### src/rtl/core/odo_pkg.sv
// Shared types, constants and the arctangent table of the odometry block.
package odo_pkg;

    localparam int unsigned DIV_W   = 40;   // divider dividend / quotient width
    localparam int unsigned DEN_W   = 13;   // divider divisor width
    localparam int unsigned MUL_W   = 64;   // multiplier accumulator width
    localparam int unsigned MB_W    = 32;   // multiplier operand width
    localparam int unsigned CRD_W   = 34;   // CORDIC datapath width

    localparam logic [11:0] TRACK_RESET  = 12'd112;
    localparam logic [9:0]  STEP_RESET   = 10'd100;
    localparam logic [MB_W-1:0] RAD_TO_BANG = 32'd683565;
    localparam logic signed [CRD_W-1:0] CORDIC_GAIN = 34'sd652032874;

    localparam logic [1:0] REG_TRACK = 2'd0;
    localparam logic [1:0] REG_STEP  = 2'd1;

    typedef enum logic [3:0] {
        ST_IDLE,
        ST_LIN_DIV,
        ST_YAW_DIV,
        ST_MUL_YS,
        ST_MUL_YK,
        ST_LIN_ST,
        ST_DIST_DIV,
        ST_MUL_X,
        ST_MUL_Y,
        ST_OUT
    } odo_state_t;

    function automatic logic [31:0] atan_tab(input logic [4:0] idx);
        logic [31:0] v;
        case (idx)
            5'd0:  v = 32'h20000000;
            5'd1:  v = 32'h12E4051D;
            5'd2:  v = 32'h09FB385B;
            5'd3:  v = 32'h051111D4;
            5'd4:  v = 32'h028B0D43;
            5'd5:  v = 32'h0145D7E1;
            5'd6:  v = 32'h00A2F61E;
            5'd7:  v = 32'h00517C55;
            5'd8:  v = 32'h0028BE53;
            5'd9:  v = 32'h00145F2E;
            5'd10: v = 32'h000A2F98;
            5'd11: v = 32'h000517CC;
            5'd12: v = 32'h00028BE6;
            5'd13: v = 32'h000145F3;
            5'd14: v = 32'h0000A2F9;
            5'd15: v = 32'h0000517C;
            5'd16: v = 32'h000028BE;
            5'd17: v = 32'h0000145F;
            5'd18: v = 32'h00000A2F;
            5'd19: v = 32'h00000517;
            5'd20: v = 32'h0000028B;
            5'd21: v = 32'h00000145;
            5'd22: v = 32'h000000A2;
            5'd23: v = 32'h00000051;
            5'd24: v = 32'h00000028;
            5'd25: v = 32'h00000014;
            5'd26: v = 32'h0000000A;
            5'd27: v = 32'h00000005;
            5'd28: v = 32'h00000002;
            5'd29: v = 32'h00000001;
            default: v = 32'h00000000;
        endcase
        return v;
    endfunction

endpackage

### src/rtl/core/diff_drive_odometry.sv
// Top level of the differential-drive odometry integrator.
//
// Each input beat carries the left and right wheel speeds (cm/s); the block
// returns one result beat with the updated pose (x, y in 2^-16 m, saturating;
// heading as a wrapping 32-bit binary angle) and the forward speed and yaw
// rate in Q16. Work per beat runs through three serial units: a restoring
// divider (three divisions: forward speed, yaw rate, step distance), a
// shift-add multiplier (one multiplier bit per cycle) and a CORDIC, which
// overlaps the distance computation. One beat is in flight at a time: the
// next may be accepted the cycle after the result register loads, and may
// be accepted while the previous result still waits in the output register.
// Registers are written through cfg_we/cfg_addr/cfg_wdata; the user must
// write them only while idle, and the block itself does not enforce it.
// Index 0 is the track width (mm, 0 acts as 1), index 1 the step time (ms),
// other indexes are ignored.
module diff_drive_odometry #(
    parameter int CORDIC_STEPS = 24
) (
    input  logic         aclk,
    input  logic         aresetn,
    input  logic         cfg_we,
    input  logic [1:0]   cfg_addr,
    input  logic [11:0]  cfg_wdata,
    input  logic         s_axis_tvalid,
    output logic         s_axis_tready,
    input  logic [31:0]  s_axis_tdata,   // left_speed[15:0], right_speed[31:16]
    output logic         m_axis_tvalid,
    input  logic         m_axis_tready,
    output logic [191:0] m_axis_tdata    // pos_x[47:0], pos_y[95:48],
                                         // heading_angle[127:96],
                                         // linear_rate[153:128], yaw_rate[186:154]
);
    import odo_pkg::*;

    odo_state_t state_reg, state_next;
    logic go_reg, go_next;

    logic [11:0] track_reg;
    logic [9:0]  step_reg;
    logic signed [15:0] left_reg, right_reg;
    logic signed [25:0] lin_reg, lin_next;
    logic signed [32:0] yaw_reg, yaw_next;
    logic signed [27:0] dist_reg, dist_next;
    logic signed [MUL_W-1:0] prod_reg, prod_next;
    logic [31:0] head_reg, head_next;
    logic signed [47:0] x_reg, x_next, y_reg, y_next;
    logic div_neg_reg;

    logic m_valid_reg;
    logic [191:0] m_data_reg;

    // serial unit hookups
    logic div_start, div_done;
    logic [DIV_W-1:0] div_dividend, div_q;
    logic [DEN_W-1:0] div_den;
    logic signed [DIV_W:0] div_num, div_qs;
    logic mul_start, mul_done;
    logic signed [MUL_W-1:0] mul_a, mul_p;
    logic [MB_W-1:0] mul_b;
    logic [5:0] mul_n;
    logic crd_start, crd_done;
    logic signed [CRD_W-1:0] crd_cos, crd_sin;
    logic crd_seen_reg;

    logic [11:0] tw_eff;
    logic signed [16:0] sum_lr, diff_lr;
    logic signed [MUL_W-1:0] rnd_p, rnd_k;
    logic signed [48:0] pos_sum;
    logic out_load;

    assign tw_eff  = (track_reg == 12'd0) ? 12'd1 : track_reg;
    assign sum_lr  = 17'(left_reg) + 17'(right_reg);
    assign diff_lr = 17'(right_reg) - 17'(left_reg);

    // divider numerator and divisor per phase; floor of a negative quotient
    // comes from dividing ~N and inverting the result
    always_comb begin
        case (state_reg)
            ST_LIN_DIV: begin
                div_num = ((DIV_W+1)'(sum_lr) <<< 14) + (DIV_W+1)'(25);
                div_den = DEN_W'(50);
            end
            ST_YAW_DIV: begin
                div_num = ((DIV_W+1)'(diff_lr) <<< 20) + ((DIV_W+1)'(diff_lr) <<< 18)
                          + (DIV_W+1)'(signed'({1'b0, tw_eff}));
                div_den = {tw_eff, 1'b0};
            end
            ST_DIST_DIV: begin
                div_num = ((DIV_W+1)'(prod_reg) <<< 1) + (DIV_W+1)'(1000);
                div_den = DEN_W'(2000);
            end
            default: begin
                div_num = '0;
                div_den = DEN_W'(1);
            end
        endcase
    end

    assign div_dividend = div_num[DIV_W-1:0] ^ {DIV_W{div_num[DIV_W]}};
    assign div_start    = go_reg && (state_reg == ST_LIN_DIV || state_reg == ST_YAW_DIV
                                     || state_reg == ST_DIST_DIV);
    assign div_qs       = div_neg_reg ? ~signed'({1'b0, div_q}) : signed'({1'b0, div_q});

    // multiplier operands per phase
    always_comb begin
        case (state_reg)
            ST_MUL_YS: begin
                mul_a = MUL_W'(yaw_reg);
                mul_b = MB_W'(step_reg);
                mul_n = 6'd11;
            end
            ST_MUL_YK: begin
                mul_a = prod_reg;
                mul_b = RAD_TO_BANG;
                mul_n = 6'd21;
            end
            ST_LIN_ST: begin
                mul_a = MUL_W'(lin_reg);
                mul_b = MB_W'(step_reg);
                mul_n = 6'd11;
            end
            ST_MUL_X: begin
                mul_a = MUL_W'(crd_cos);
                mul_b = MB_W'(dist_reg);
                mul_n = 6'd28;
            end
            ST_MUL_Y: begin
                mul_a = MUL_W'(crd_sin);
                mul_b = MB_W'(dist_reg);
                mul_n = 6'd28;
            end
            default: begin
                mul_a = '0;
                mul_b = '0;
                mul_n = 6'd0;
            end
        endcase
    end

    assign mul_start = go_reg && (state_reg == ST_MUL_YS || state_reg == ST_MUL_YK
                                  || state_reg == ST_LIN_ST || state_reg == ST_MUL_X
                                  || state_reg == ST_MUL_Y);

    // CORDIC runs on the new heading alongside the distance computation
    // and is finished before the position products need it
    assign crd_start = go_reg && (state_reg == ST_LIN_ST);

    assign rnd_k   = mul_p + MUL_W'(64'sh8000);
    assign rnd_p   = (mul_p + MUL_W'(64'sh20000000)) >>> 30;
    assign pos_sum = (state_reg == ST_MUL_X) ? 49'(x_reg) + 49'(rnd_p)
                                             : 49'(y_reg) + 49'(rnd_p);

    assign s_axis_tready = (state_reg == ST_IDLE);
    assign out_load      = (state_reg == ST_OUT) && (!m_valid_reg || m_axis_tready);

    always_comb begin
        state_next = state_reg;
        go_next    = 1'b0;
        lin_next   = lin_reg;
        yaw_next   = yaw_reg;
        dist_next  = dist_reg;
        prod_next  = prod_reg;
        head_next  = head_reg;
        x_next     = x_reg;
        y_next     = y_reg;
        case (state_reg)
            ST_IDLE: begin
                if (s_axis_tvalid) begin
                    state_next = ST_LIN_DIV;
                    go_next    = 1'b1;
                end
            end
            ST_LIN_DIV: begin
                if (div_done) begin
                    lin_next   = div_qs[25:0];
                    state_next = ST_YAW_DIV;
                    go_next    = 1'b1;
                end
            end
            ST_YAW_DIV: begin
                if (div_done) begin
                    // saturate to the 33-bit range
                    if (div_qs[DIV_W:32] != {(DIV_W-31){div_qs[DIV_W]}})
                        yaw_next = div_qs[DIV_W] ? {1'b1, 32'h0} : {1'b0, {32{1'b1}}};
                    else
                        yaw_next = div_qs[32:0];
                    state_next = ST_MUL_YS;
                    go_next    = 1'b1;
                end
            end
            ST_MUL_YS: begin
                if (mul_done) begin
                    prod_next  = mul_p;
                    state_next = ST_MUL_YK;
                    go_next    = 1'b1;
                end
            end
            ST_MUL_YK: begin
                if (mul_done) begin
                    head_next  = head_reg + rnd_k[47:16];
                    state_next = ST_LIN_ST;
                    go_next    = 1'b1;
                end
            end
            ST_LIN_ST: begin
                if (mul_done) begin
                    prod_next  = mul_p;
                    state_next = ST_DIST_DIV;
                    go_next    = 1'b1;
                end
            end
            ST_DIST_DIV: begin
                // with the default CORDIC_STEPS the rotation ends first; advance only once it has
                if (div_done && crd_seen_reg) begin
                    dist_next  = div_qs[27:0];
                    state_next = ST_MUL_X;
                    go_next    = 1'b1;
                end
            end
            ST_MUL_X: begin
                if (mul_done) begin
                    if (pos_sum[48] != pos_sum[47])
                        x_next = pos_sum[48] ? {1'b1, 47'h0} : {1'b0, {47{1'b1}}};
                    else
                        x_next = pos_sum[47:0];
                    state_next = ST_MUL_Y;
                    go_next    = 1'b1;
                end
            end
            ST_MUL_Y: begin
                if (mul_done) begin
                    if (pos_sum[48] != pos_sum[47])
                        y_next = pos_sum[48] ? {1'b1, 47'h0} : {1'b0, {47{1'b1}}};
                    else
                        y_next = pos_sum[47:0];
                    state_next = ST_OUT;
                end
            end
            ST_OUT: begin
                if (out_load) state_next = ST_IDLE;
            end
            default: state_next = ST_IDLE;
        endcase
    end

    always_ff @(posedge aclk) begin
        if (!aresetn) begin
            state_reg   <= ST_IDLE;
            go_reg      <= 1'b0;
            track_reg   <= TRACK_RESET;
            step_reg    <= STEP_RESET;
            head_reg    <= '0;
            x_reg       <= '0;
            y_reg       <= '0;
            m_valid_reg <= 1'b0;
        end else begin
            state_reg <= state_next;
            go_reg    <= go_next;
            head_reg  <= head_next;
            x_reg     <= x_next;
            y_reg     <= y_next;
            if (cfg_we && cfg_addr == REG_TRACK) track_reg <= cfg_wdata;
            if (cfg_we && cfg_addr == REG_STEP)  step_reg  <= cfg_wdata[9:0];
            if (out_load)           m_valid_reg <= 1'b1;
            else if (m_axis_tready) m_valid_reg <= 1'b0;
        end
        if (s_axis_tvalid && s_axis_tready) begin
            left_reg  <= s_axis_tdata[15:0];
            right_reg <= s_axis_tdata[31:16];
        end
        if (div_start) div_neg_reg <= div_num[DIV_W];
        lin_reg  <= lin_next;
        yaw_reg  <= yaw_next;
        dist_reg <= dist_next;
        prod_reg <= prod_next;
        if (out_load)
            m_data_reg <= {5'd0, yaw_reg, lin_reg, head_reg, y_reg, x_reg};
    end

    assign m_axis_tvalid = m_valid_reg;
    assign m_axis_tdata  = m_data_reg;

    odo_div u_div (
        .aclk     (aclk),
        .aresetn  (aresetn),
        .start    (div_start),
        .dividend (div_dividend),
        .divisor  (div_den),
        .done     (div_done),
        .quotient (div_q)
    );

    odo_mul u_mul (
        .aclk    (aclk),
        .aresetn (aresetn),
        .start   (mul_start),
        .mcand   (mul_a),
        .mplier  (mul_b),
        .nbits   (mul_n),
        .done    (mul_done),
        .product (mul_p)
    );

    odo_cordic #(
        .CORDIC_STEPS (CORDIC_STEPS)
    ) u_cordic (
        .aclk    (aclk),
        .aresetn (aresetn),
        .start   (crd_start),
        .angle   (head_reg),
        .done    (crd_done),
        .cos_out (crd_cos),
        .sin_out (crd_sin)
    );

    // mark the rotation finished; its result holds until the next start
    always_ff @(posedge aclk) begin
        if (!aresetn)       crd_seen_reg <= 1'b0;
        else if (crd_start) crd_seen_reg <= 1'b0;
        else if (crd_done)  crd_seen_reg <= 1'b1;
    end

endmodule

### src/rtl/core/odo_mul.sv
// Bit-serial signed shift-add multiplier, one multiplier bit per cycle.
module odo_mul (
    input  logic                               aclk,
    input  logic                               aresetn,
    input  logic                               start,
    input  logic signed [odo_pkg::MUL_W-1:0]   mcand,
    input  logic        [odo_pkg::MB_W-1:0]    mplier,
    input  logic        [5:0]                  nbits,
    output logic                               done,
    output logic signed [odo_pkg::MUL_W-1:0]   product
);
    import odo_pkg::*;

    logic signed [MUL_W-1:0] acc_reg, acc_next;
    logic signed [MUL_W-1:0] mcand_reg, mcand_next;
    logic [MB_W-1:0] mplier_reg, mplier_next;
    logic [5:0] cnt_reg, cnt_next;
    logic done_reg, done_next;

    always_comb begin
        acc_next    = acc_reg;
        mcand_next  = mcand_reg;
        mplier_next = mplier_reg;
        cnt_next    = cnt_reg;
        done_next   = 1'b0;
        if (start) begin
            acc_next    = '0;
            mcand_next  = mcand;
            mplier_next = mplier;
            cnt_next    = nbits;
        end else if (cnt_reg != 6'd0) begin
            // top bit of the multiplier carries negative weight
            if (mplier_reg[0]) begin
                if (cnt_reg == 6'd1) acc_next = acc_reg - mcand_reg;
                else                 acc_next = acc_reg + mcand_reg;
            end
            mcand_next  = mcand_reg <<< 1;
            mplier_next = mplier_reg >> 1;
            cnt_next    = cnt_reg - 6'd1;
            done_next   = (cnt_reg == 6'd1);
        end
    end

    always_ff @(posedge aclk) begin
        if (!aresetn) begin
            cnt_reg  <= '0;
            done_reg <= 1'b0;
        end else begin
            cnt_reg  <= cnt_next;
            done_reg <= done_next;
        end
        acc_reg    <= acc_next;
        mcand_reg  <= mcand_next;
        mplier_reg <= mplier_next;
    end

    assign done    = done_reg;
    assign product = acc_reg;

endmodule

### src/rtl/core/odo_div.sv
// Unsigned restoring divider, one quotient bit per cycle.
module odo_div (
    input  logic                        aclk,
    input  logic                        aresetn,
    input  logic                        start,
    input  logic [odo_pkg::DIV_W-1:0]   dividend,
    input  logic [odo_pkg::DEN_W-1:0]   divisor,
    output logic                        done,
    output logic [odo_pkg::DIV_W-1:0]   quotient
);
    import odo_pkg::*;

    logic [DIV_W-1:0] quo_reg, quo_next;
    logic [DEN_W-1:0] rem_reg, rem_next;
    logic [DEN_W-1:0] den_reg, den_next;
    logic [5:0] cnt_reg, cnt_next;
    logic done_reg, done_next;
    logic [DEN_W:0] trial;

    always_comb begin
        quo_next  = quo_reg;
        rem_next  = rem_reg;
        den_next  = den_reg;
        cnt_next  = cnt_reg;
        done_next = 1'b0;
        trial     = {rem_reg, quo_reg[DIV_W-1]};
        if (start) begin
            quo_next = dividend;
            rem_next = '0;
            den_next = divisor;
            cnt_next = 6'(DIV_W);
        end else if (cnt_reg != 6'd0) begin
            if (trial >= {1'b0, den_reg}) begin
                rem_next = DEN_W'(trial - {1'b0, den_reg});
                quo_next = {quo_reg[DIV_W-2:0], 1'b1};
            end else begin
                rem_next = trial[DEN_W-1:0];
                quo_next = {quo_reg[DIV_W-2:0], 1'b0};
            end
            cnt_next  = cnt_reg - 6'd1;
            done_next = (cnt_reg == 6'd1);
        end
    end

    always_ff @(posedge aclk) begin
        if (!aresetn) begin
            cnt_reg  <= '0;
            done_reg <= 1'b0;
        end else begin
            cnt_reg  <= cnt_next;
            done_reg <= done_next;
        end
        quo_reg <= quo_next;
        rem_reg <= rem_next;
        den_reg <= den_next;
    end

    assign done     = done_reg;
    assign quotient = quo_reg;

endmodule

### src/rtl/core/odo_cordic.sv
// Rotation-mode CORDIC, one micro-rotation per cycle, half-turn folding.
module odo_cordic #(
    parameter int CORDIC_STEPS = 24
) (
    input  logic                               aclk,
    input  logic                               aresetn,
    input  logic                               start,
    input  logic [31:0]                        angle,
    output logic                               done,
    output logic signed [odo_pkg::CRD_W-1:0]   cos_out,
    output logic signed [odo_pkg::CRD_W-1:0]   sin_out
);
    import odo_pkg::*;

    localparam int IW = $clog2(CORDIC_STEPS);

    logic signed [CRD_W-1:0] x_reg, x_next, y_reg, y_next, z_reg, z_next;
    logic signed [CRD_W-1:0] xs, ys, at;
    logic [IW-1:0] it_reg, it_next;
    logic busy_reg, busy_next, done_reg, done_next, flip_reg, flip_next;
    logic [31:0] ang_rot, ang_fold;

    always_comb begin
        x_next    = x_reg;
        y_next    = y_reg;
        z_next    = z_reg;
        it_next   = it_reg;
        busy_next = busy_reg;
        flip_next = flip_reg;
        done_next = 1'b0;
        ang_rot   = angle + 32'h40000000;
        ang_fold  = ang_rot[31] ? angle + 32'h80000000 : angle;
        xs        = x_reg >>> it_reg;
        ys        = y_reg >>> it_reg;
        at        = CRD_W'(atan_tab(5'(it_reg)));
        if (start) begin
            flip_next = ang_rot[31];
            x_next    = CORDIC_GAIN;
            y_next    = '0;
            z_next    = CRD_W'(signed'(ang_fold));
            it_next   = '0;
            busy_next = 1'b1;
        end else if (busy_reg) begin
            if (!z_reg[CRD_W-1]) begin
                x_next = x_reg - ys;
                y_next = y_reg + xs;
                z_next = z_reg - at;
            end else begin
                x_next = x_reg + ys;
                y_next = y_reg - xs;
                z_next = z_reg + at;
            end
            it_next = it_reg + 1'b1;
            if (it_reg == IW'(CORDIC_STEPS - 1)) begin
                busy_next = 1'b0;
                done_next = 1'b1;
            end
        end
    end

    always_ff @(posedge aclk) begin
        if (!aresetn) begin
            busy_reg <= 1'b0;
            done_reg <= 1'b0;
        end else begin
            busy_reg <= busy_next;
            done_reg <= done_next;
        end
        x_reg    <= x_next;
        y_reg    <= y_next;
        z_reg    <= z_next;
        it_reg   <= it_next;
        flip_reg <= flip_next;
    end

    assign done    = done_reg;
    assign cos_out = flip_reg ? -x_reg : x_reg;
    assign sin_out = flip_reg ? -y_reg : y_reg;

endmodule

### config.mk
export PLATFORM = sky130hd
export DESIGN_NAME = diff_drive_odometry
export DESIGN_NICKNAME = d
export VERILOG_FILES = /design/src/rtl/core/odo_pkg.sv /design/src/rtl/core/diff_drive_odometry.sv /design/src/rtl/core/odo_mul.sv /design/src/rtl/core/odo_div.sv /design/src/rtl/core/odo_cordic.sv
export SDC_FILE = /design/constraint.sdc
export NUM_CORES = 2
export LEC_CHECK = 0
export BUFFER_PORTS_ARGS = -buffer_cell sky130_fd_sc_hd__buf_2
export CAP_MARGIN = 0
export CORE_ASPECT_RATIO = 1.5
export CORE_UTILIZATION = 45
export DETAILED_ROUTE_END_ITERATION = 10
export SLEW_MARGIN = 10
export SYNTH_ARGS = -nofsm -noshare
export SYNTH_HDL_FRONTEND = slang
export SYNTH_SLANG_ARGS = --single-unit
### constraint.sdc
create_clock -name aclk -period 13.5 [get_ports aclk]
set_input_delay 2.7 -clock aclk [delete_from_list [all_inputs] [get_ports aclk]]
set_output_delay 2.7 -clock aclk [all_outputs]
set_load 0.03 [all_outputs]
### After elaboration in Yosys (flattened, before gate mapping)

Memory sizes are Yosys's and may differ from the RTL's. A register that Yosys moved wholly into a read port is not among the register bits.
Index checks and enable logic that the tools add are counted.
W data, S select, Z words.

| cells by class | value |
|---|---|
| add/sub/neg operators | 27 |
| order comparisons | 1 |
| equality and inequality tests | 25 |
| shifts and indexed selects | 2 |
| mux-type cells | 57 |
| bitwise logic cells | 6 |
| reduce and logical (&&, ||, !) cells | 43 |

Operators with widths:

| kind | count |
|---|---|
| $pmux W64 S5 | 1 |
| $mux W34 | 7 |
| $mux W64 | 3 |
| $pmux W41 S3 | 1 |
| $add A48 B34 Y49 | 2 |
| $mux W32 | 3 |
| $mux W48 | 2 |
| $pmux W32 S3 | 1 |
| $mux W40 | 2 |
| $add A34 B34 Y34 | 2 |
| $neg A34 Y34 | 2 |
| $sshr A34 B5 Y34 | 2 |
| $sub A34 B34 Y34 | 2 |
| $mux W33 | 2 |
| $add A64 B31 Y64 const B | 1 |
| $add A64 B64 Y64 | 1 |
| $sub A64 B64 Y64 | 1 |
| $mux W49 | 1 |
| $add A48 B17 Y48 const B | 1 |
| $add A41 B11 Y41 const B | 1 |
| $mux W41 | 1 |
| $not A40 Y41 | 1 |
| $mux W4 | 10 |
| $pmux W4 S10 | 1 |
| other kinds (48) | 110 |

| word-level totals | value |
|---|---|
| flip-flop bits (word level) | 878 |
| memory bits (read-only) | 960 |
| input bits | 51 |
| output and inout bits | 194 |
| logic and storage cells | 197 |
| memories kept | 1 |

Memories:

| memory | words | bits a word | rd ports | clocked after memory_dff | wr ports | line | text |
|---|---|---|---|---|---|---|---|
| (no name shown) | 32 | 30 | 1 | 1 | 0 | odo_pkg.sv:33 | `case (idx)` |

### Longest topological paths before layout

| logic depth | value |
|---|---|
| depth in word-level cells | 7 |
| mapped depth | 29 |
| gate-level depth less buffers | 25 |

### By module

Synthesis repeated with hierarchy kept, for this count alone.

| second synthesis, totals | value |
|---|---|
| cell total of the unflattened synthesis | 6651 |
| area, all modules | 62921.6 sq um |

By module, submodules not included:

| module | instances | cells an instance | area an instance (sq um) |
|---|---|---|---|
| diff_drive_odometry | 1 | 2742 | 28961.5 |
| odo_cordic | 1 | 2320 | 18592.8 |
| odo_mul | 1 | 1292 | 11658.7 |
| odo_div | 1 | 297 | 3708.6 |

### Worst setup path after synthesis

Ideal clock, no wire load.

| path | value |
|---|---|
| kind | input to register |
| start point | input m_axis_tready |
| end point | register m_data_reg[0] (netlist: m_axis_tdata[0]) (enable) |
| setup time | 0.760 ns |
| arrival | 11.021 ns |
| data required time | 12.740 ns |
| slack | 1.720 ns |
| stages | 2 |
| path buffers | 0 |
| path through | nor2b_1 > nor2b_1 |

| between the ends | value |
|---|---|
| cells in the longest elaborated chain, start to end | 2 |

RTL lines:

| item | line | text |
|---|---|---|
| start, declared | diff_drive_odometry.sv:28 | `input logic m_axis_tready,` |
| $logic_or A1 B1 Y1 | diff_drive_odometry.sv:154 | `assign out_load = (state_reg == ST_OUT) && (!m_valid_reg \|\| m_axis_tready);` |
| $logic_and A1 B1 Y1 | diff_drive_odometry.sv:154 |  |
| named net out_load | diff_drive_odometry.sv:69 | `logic out_load;` |
| end signal, assigned | diff_drive_odometry.sv:277 | `m_data_reg <= {5'd0, yaw_reg, lin_reg, head_reg, y_reg, x_reg};` |
| end, declared | diff_drive_odometry.sv:50 | `logic [191:0] m_data_reg;` |

The timed path passes the listed nets, and every way through them passes these cells.
A chain may end at the register's enable or synchronous reset.

### Worst setup path after layout

| path | value |
|---|---|
| start point | register u_cordic.it_reg[1] |
| end point | register u_cordic.y_reg[32] |

| between the ends | value |
|---|---|
| cells in the longest elaborated chain, start to end | 3 |
| elaborated cells between the ends (all ways) | 4 |

RTL lines:

| item | line | text |
|---|---|---|
| start, declared | odo_cordic.sv:19 | `logic [IW-1:0] it_reg, it_next;` |
| start signal, assigned | odo_cordic.sv:72 | `it_reg <= it_next;` |
| $sshr A34 B5 Y34 * | odo_cordic.sv:33 | `xs = x_reg >>> it_reg;` |
| $add A34 B34 Y34 or $sub A34 B34 Y34 (tied branches) | odo_cordic.sv:46, odo_cordic.sv:50 |  |
| $mux W34 * | odo_cordic.sv:44 | `if (!z_reg[CRD_W-1]) begin` |
| end signal, assigned | odo_cordic.sv:70 | `y_reg <= y_next;` |
| end, declared | odo_cordic.sv:17 | `logic signed [CRD_W-1:0] x_reg, x_next, y_reg, y_next, z_reg, z_next;` |

Every way passes the cells marked *; elsewhere a longest branch is shown, timed or not.

==> results.py <==
metrics = {
    "power": {
        "leakage_uw": 0.0261,
        "power.density_nw_per_um2": 248,
        "vdd_drop_max_mv": 0.125,
    },
    "synth": {
        "synthCells": 6683,
        "synth_area_sq_um": 61100,
        "ys_ff_latch": 908,
        "seq_area_frac_synth_pct": 38.8,
        "synth_edf_count": 555,
        "async_flop_share_pct": 0,
        "synthTopCellsByArea": "edfxtp_1, dfxtp_1, ha_1",
        "netlist.top_cell.by_area": "edfxtp_1",
        "yosys.cell_types.count": 110,
        "yosysWarnings": 0,
        "ys.flop_type": "edfxtp_1",
        "yosysTopAreaCellShare_pct": 27.3,
        "avgSynthCellArea_sq_um": 9.14,
    },
    "floorplanning": {
        "coreArea_sq_um": 135000,
        "rows": 165,
        "fp.dieH_um": 453,
        "start_util_pct": 45.3,
        "fp.dieW_um": 303,
        "die-area_sq_um": 137000,
        "io_pins": 245,
    },
    "cts": {
        "postCtsSetupBuffers": 0,
        "postCtsHoldBufs": 0,
        "htreeDepth": 3,
        "path_clk_slew_ps": 60,
        "clk_latency_ps": 740,
        "clock_sinks": 908,
        "tritoncts": "done",
        "cts_buffers": 92,
        "cts_max_path_buffers": 3,
        "root_buffer": "clkbuf_16",
        "cts-resized-gates": 0,
    },
    "critical_path": {
        "cp_data_arrival_time_ps": 8240,
        "critical_path.max_fanout": 61,
        "cp.required_ps": 14050,
        "path_cells": "buf_4 -> mux2_2 -> nor3_1 -> nor4_1 -> a221oi_2 -> or3b_1 -> nor4_2 -> and2_1 -> a21oi_1 -> xnor2_1 -> ha_1 -> a21o_1 -> a221oi_1 -> o21ai_0 -> and2_1 -> a311o_1 -> a211oi_1 -> o2111ai_1 -> a221o_1 -> a41oi_1 -> nor4_1 -> a31oi_1 -> o311ai_0",
        "worstSetupEndpointType": "flop",
        "slowest_delay_ps": 900,
        "cp_slowest_cell": "dfxtp_4",
        "cp-start-kind": "flop",
        "path_class": "reg -> reg",
    },
    "global_route": {
        "grt_pass1_wl_um": 294000,
        "grt_usage_pct": 27.8,
        "antenna_found_initial": 1,
        "grt_max_degree": 95,
        "grt_pass1_vias": 49300,
        "overflow": 0,
    },
    "run": {
        "cap_violations": 0,
    },
    "layout": {
        "nNetsFinal": 7076,
        "fillers": 12700,
        "syn_to_final_growth_pct": 8.98,
        "drive_above_1_share_pct": 9.79,
        "largest_reg_flops": 187,
    },
    "sta": {
        "tightest_slew_ps": 1160,
        "period_needed_ps": 7690,
        "hold_violations": 0,
        "finalClockSkew_ps": 47.1,
        "maxSlewViolCount": 0,
        "max_freq_mhz": 130,
        "min_period_over_period_pct": 57.0,
        "setup_viol": 0,
        "hold_ws_ps": 459,
        "maxSlewHeadroom_pct": 22.6,
        "tns_ps": 0,
        "rsz0062_at_grt": "false",
    },
    "drt": {
        "post_drt_via_cell_ratio": 6.01,
        "ant_nets": 0,
        "via_count": 51200,
        "avgRoutedWirePerCell_um": 22.8,
        "drt_first_pass_iters": 7,
        "drc": 0,
        "drt_wl_total_um": 195000,
        "drt-initial-drc-count": 3687,
    },
    "place": {
        "routabilityCongestion": 0.964,
        "dp_hpwl_um": 144000,
        "io_buffers": 239,
    },
    "hold_path": {
        "worstHoldPathType": "reg -> reg",
    },
    "outcome": {
        "status": "finished, final reports clean",
    },
}
kinds of logic after synthesis:
group | Yosys count | synth area share, %
mux | 230 | 5.60
xor+xnor | 660 | 9.46
other cells | 1 | 0.00614
compound gates | 1847 | 19.4
flops | 908 | 38.8
simple gates | 2119 | 15.8
buf+inv | 584 | 3.96
fa+ha+maj | 334 | 6.96
synth_stat cells, types with 81 or more instances:
cell	number
a21o_1	149
a21oi_1	602
a22o_1	81
clkbuf_1	313
dfxtp_1	353
edfxtp_1	555
ha_1	324
inv_1	166
mux2i_1	115
nand2_1	860
nand3_1	144
nor2_1	550
nor3_1	111
o21ai_0	363
xnor2_1	376
xor2_1	284
metal layers:
layer | wire length, um | GRT usage, % | vias to the layer above
met4 | 11400 | 15.3 | 0
met2 | 96800 | 48.8 | 1791
li1 | - | - | 24400
met3 | 10300 | 3.16 | 470
met5 | 0 | 0 | -
met1 | 76300 | 32.7 | 24600
worst paths after layout:
kind                                                   endpoint  slack, ps  cells after the start                       startpoint
worst max-delay path            u_cordic.y_reg[32]$_SDFFE_PP0P_       5810                     23  u_cordic.it_reg[1]$_SDFFE_PP0P_
worst min-delay path                   step_reg[7]$_SDFFE_PN0P_        460                      2         step_reg[7]$_SDFFE_PN0P_
worst max register to register  u_cordic.y_reg[32]$_SDFFE_PP0P_       5810                     23  u_cordic.it_reg[1]$_SDFFE_PP0P_
worst min register to register         step_reg[7]$_SDFFE_PN0P_        460                      2         step_reg[7]$_SDFFE_PN0P_
stage by stage:
step           util [%]  cells  power [uW]  setup WS [ps]  instance area [sq um]
5_1_grt            49.4   8523       17700           5230                  66600
6_report           49.4   8525       16500           5810                  66600
4_1_cts            49.4   8523       16500           5860                  66600
3_5_place_dp       47.1   8350       13700           5900                  63500
3_3_place_gp       47.1   8350       13600           5900                  63500
2_1_floorplan         -   6687       11500           1720                  61100
placed cells by master (no fill, tap or decap), types with 165 or more instances in the layout:
master and instances:
nand2_1 856, a21oi_1 602, edfxtp_1 555, nor2_1 544, xnor2_1 376, o21ai_0 363, dfxtp_1 347, ha_1 324
xor2_1 284, buf_2 239, inv_1 165
power breakdown:
| group | leakage (uW) | switching (uW) | internal [uW] |
|---|---|---|---|
| clock network | 0.00150 | 1190 | 1480 |
| logic | 0.0167 | 5410 | 3840 |
| registers | 0.00789 | 887 | 3690 |
area by class of cell:
type / instances / area, sq um / area share, %
clock buffer: 112 / 2470 / 3.71
multi-input combinational: 5195 / 35100 / 52.7
tap: 1753 / 2190 / 3.29
inverter: 173 / 651 / 0.977
sequential: 908 / 23700 / 35.7
timing repair buffer: 321 / 1810 / 2.72
clock inverter: 61 / 643 / 0.966
antenna: 2 / 5.00 / 0.00751
worst max-delay path, delay by kind of cell, from the launching register on:
kind | cells | cell delay (ps)
AOI/OAI and AO/OA | 12 | 3190
xor gates and xnor gates | 1 | 170
adders and majority gates | 1 | 360
buffers and inverters | 1 | 790
DFF | 1 | 900
muxes | 1 | 440
and+or+nand+nor | 7 | 1570
(Power assumes the default switching activity.)
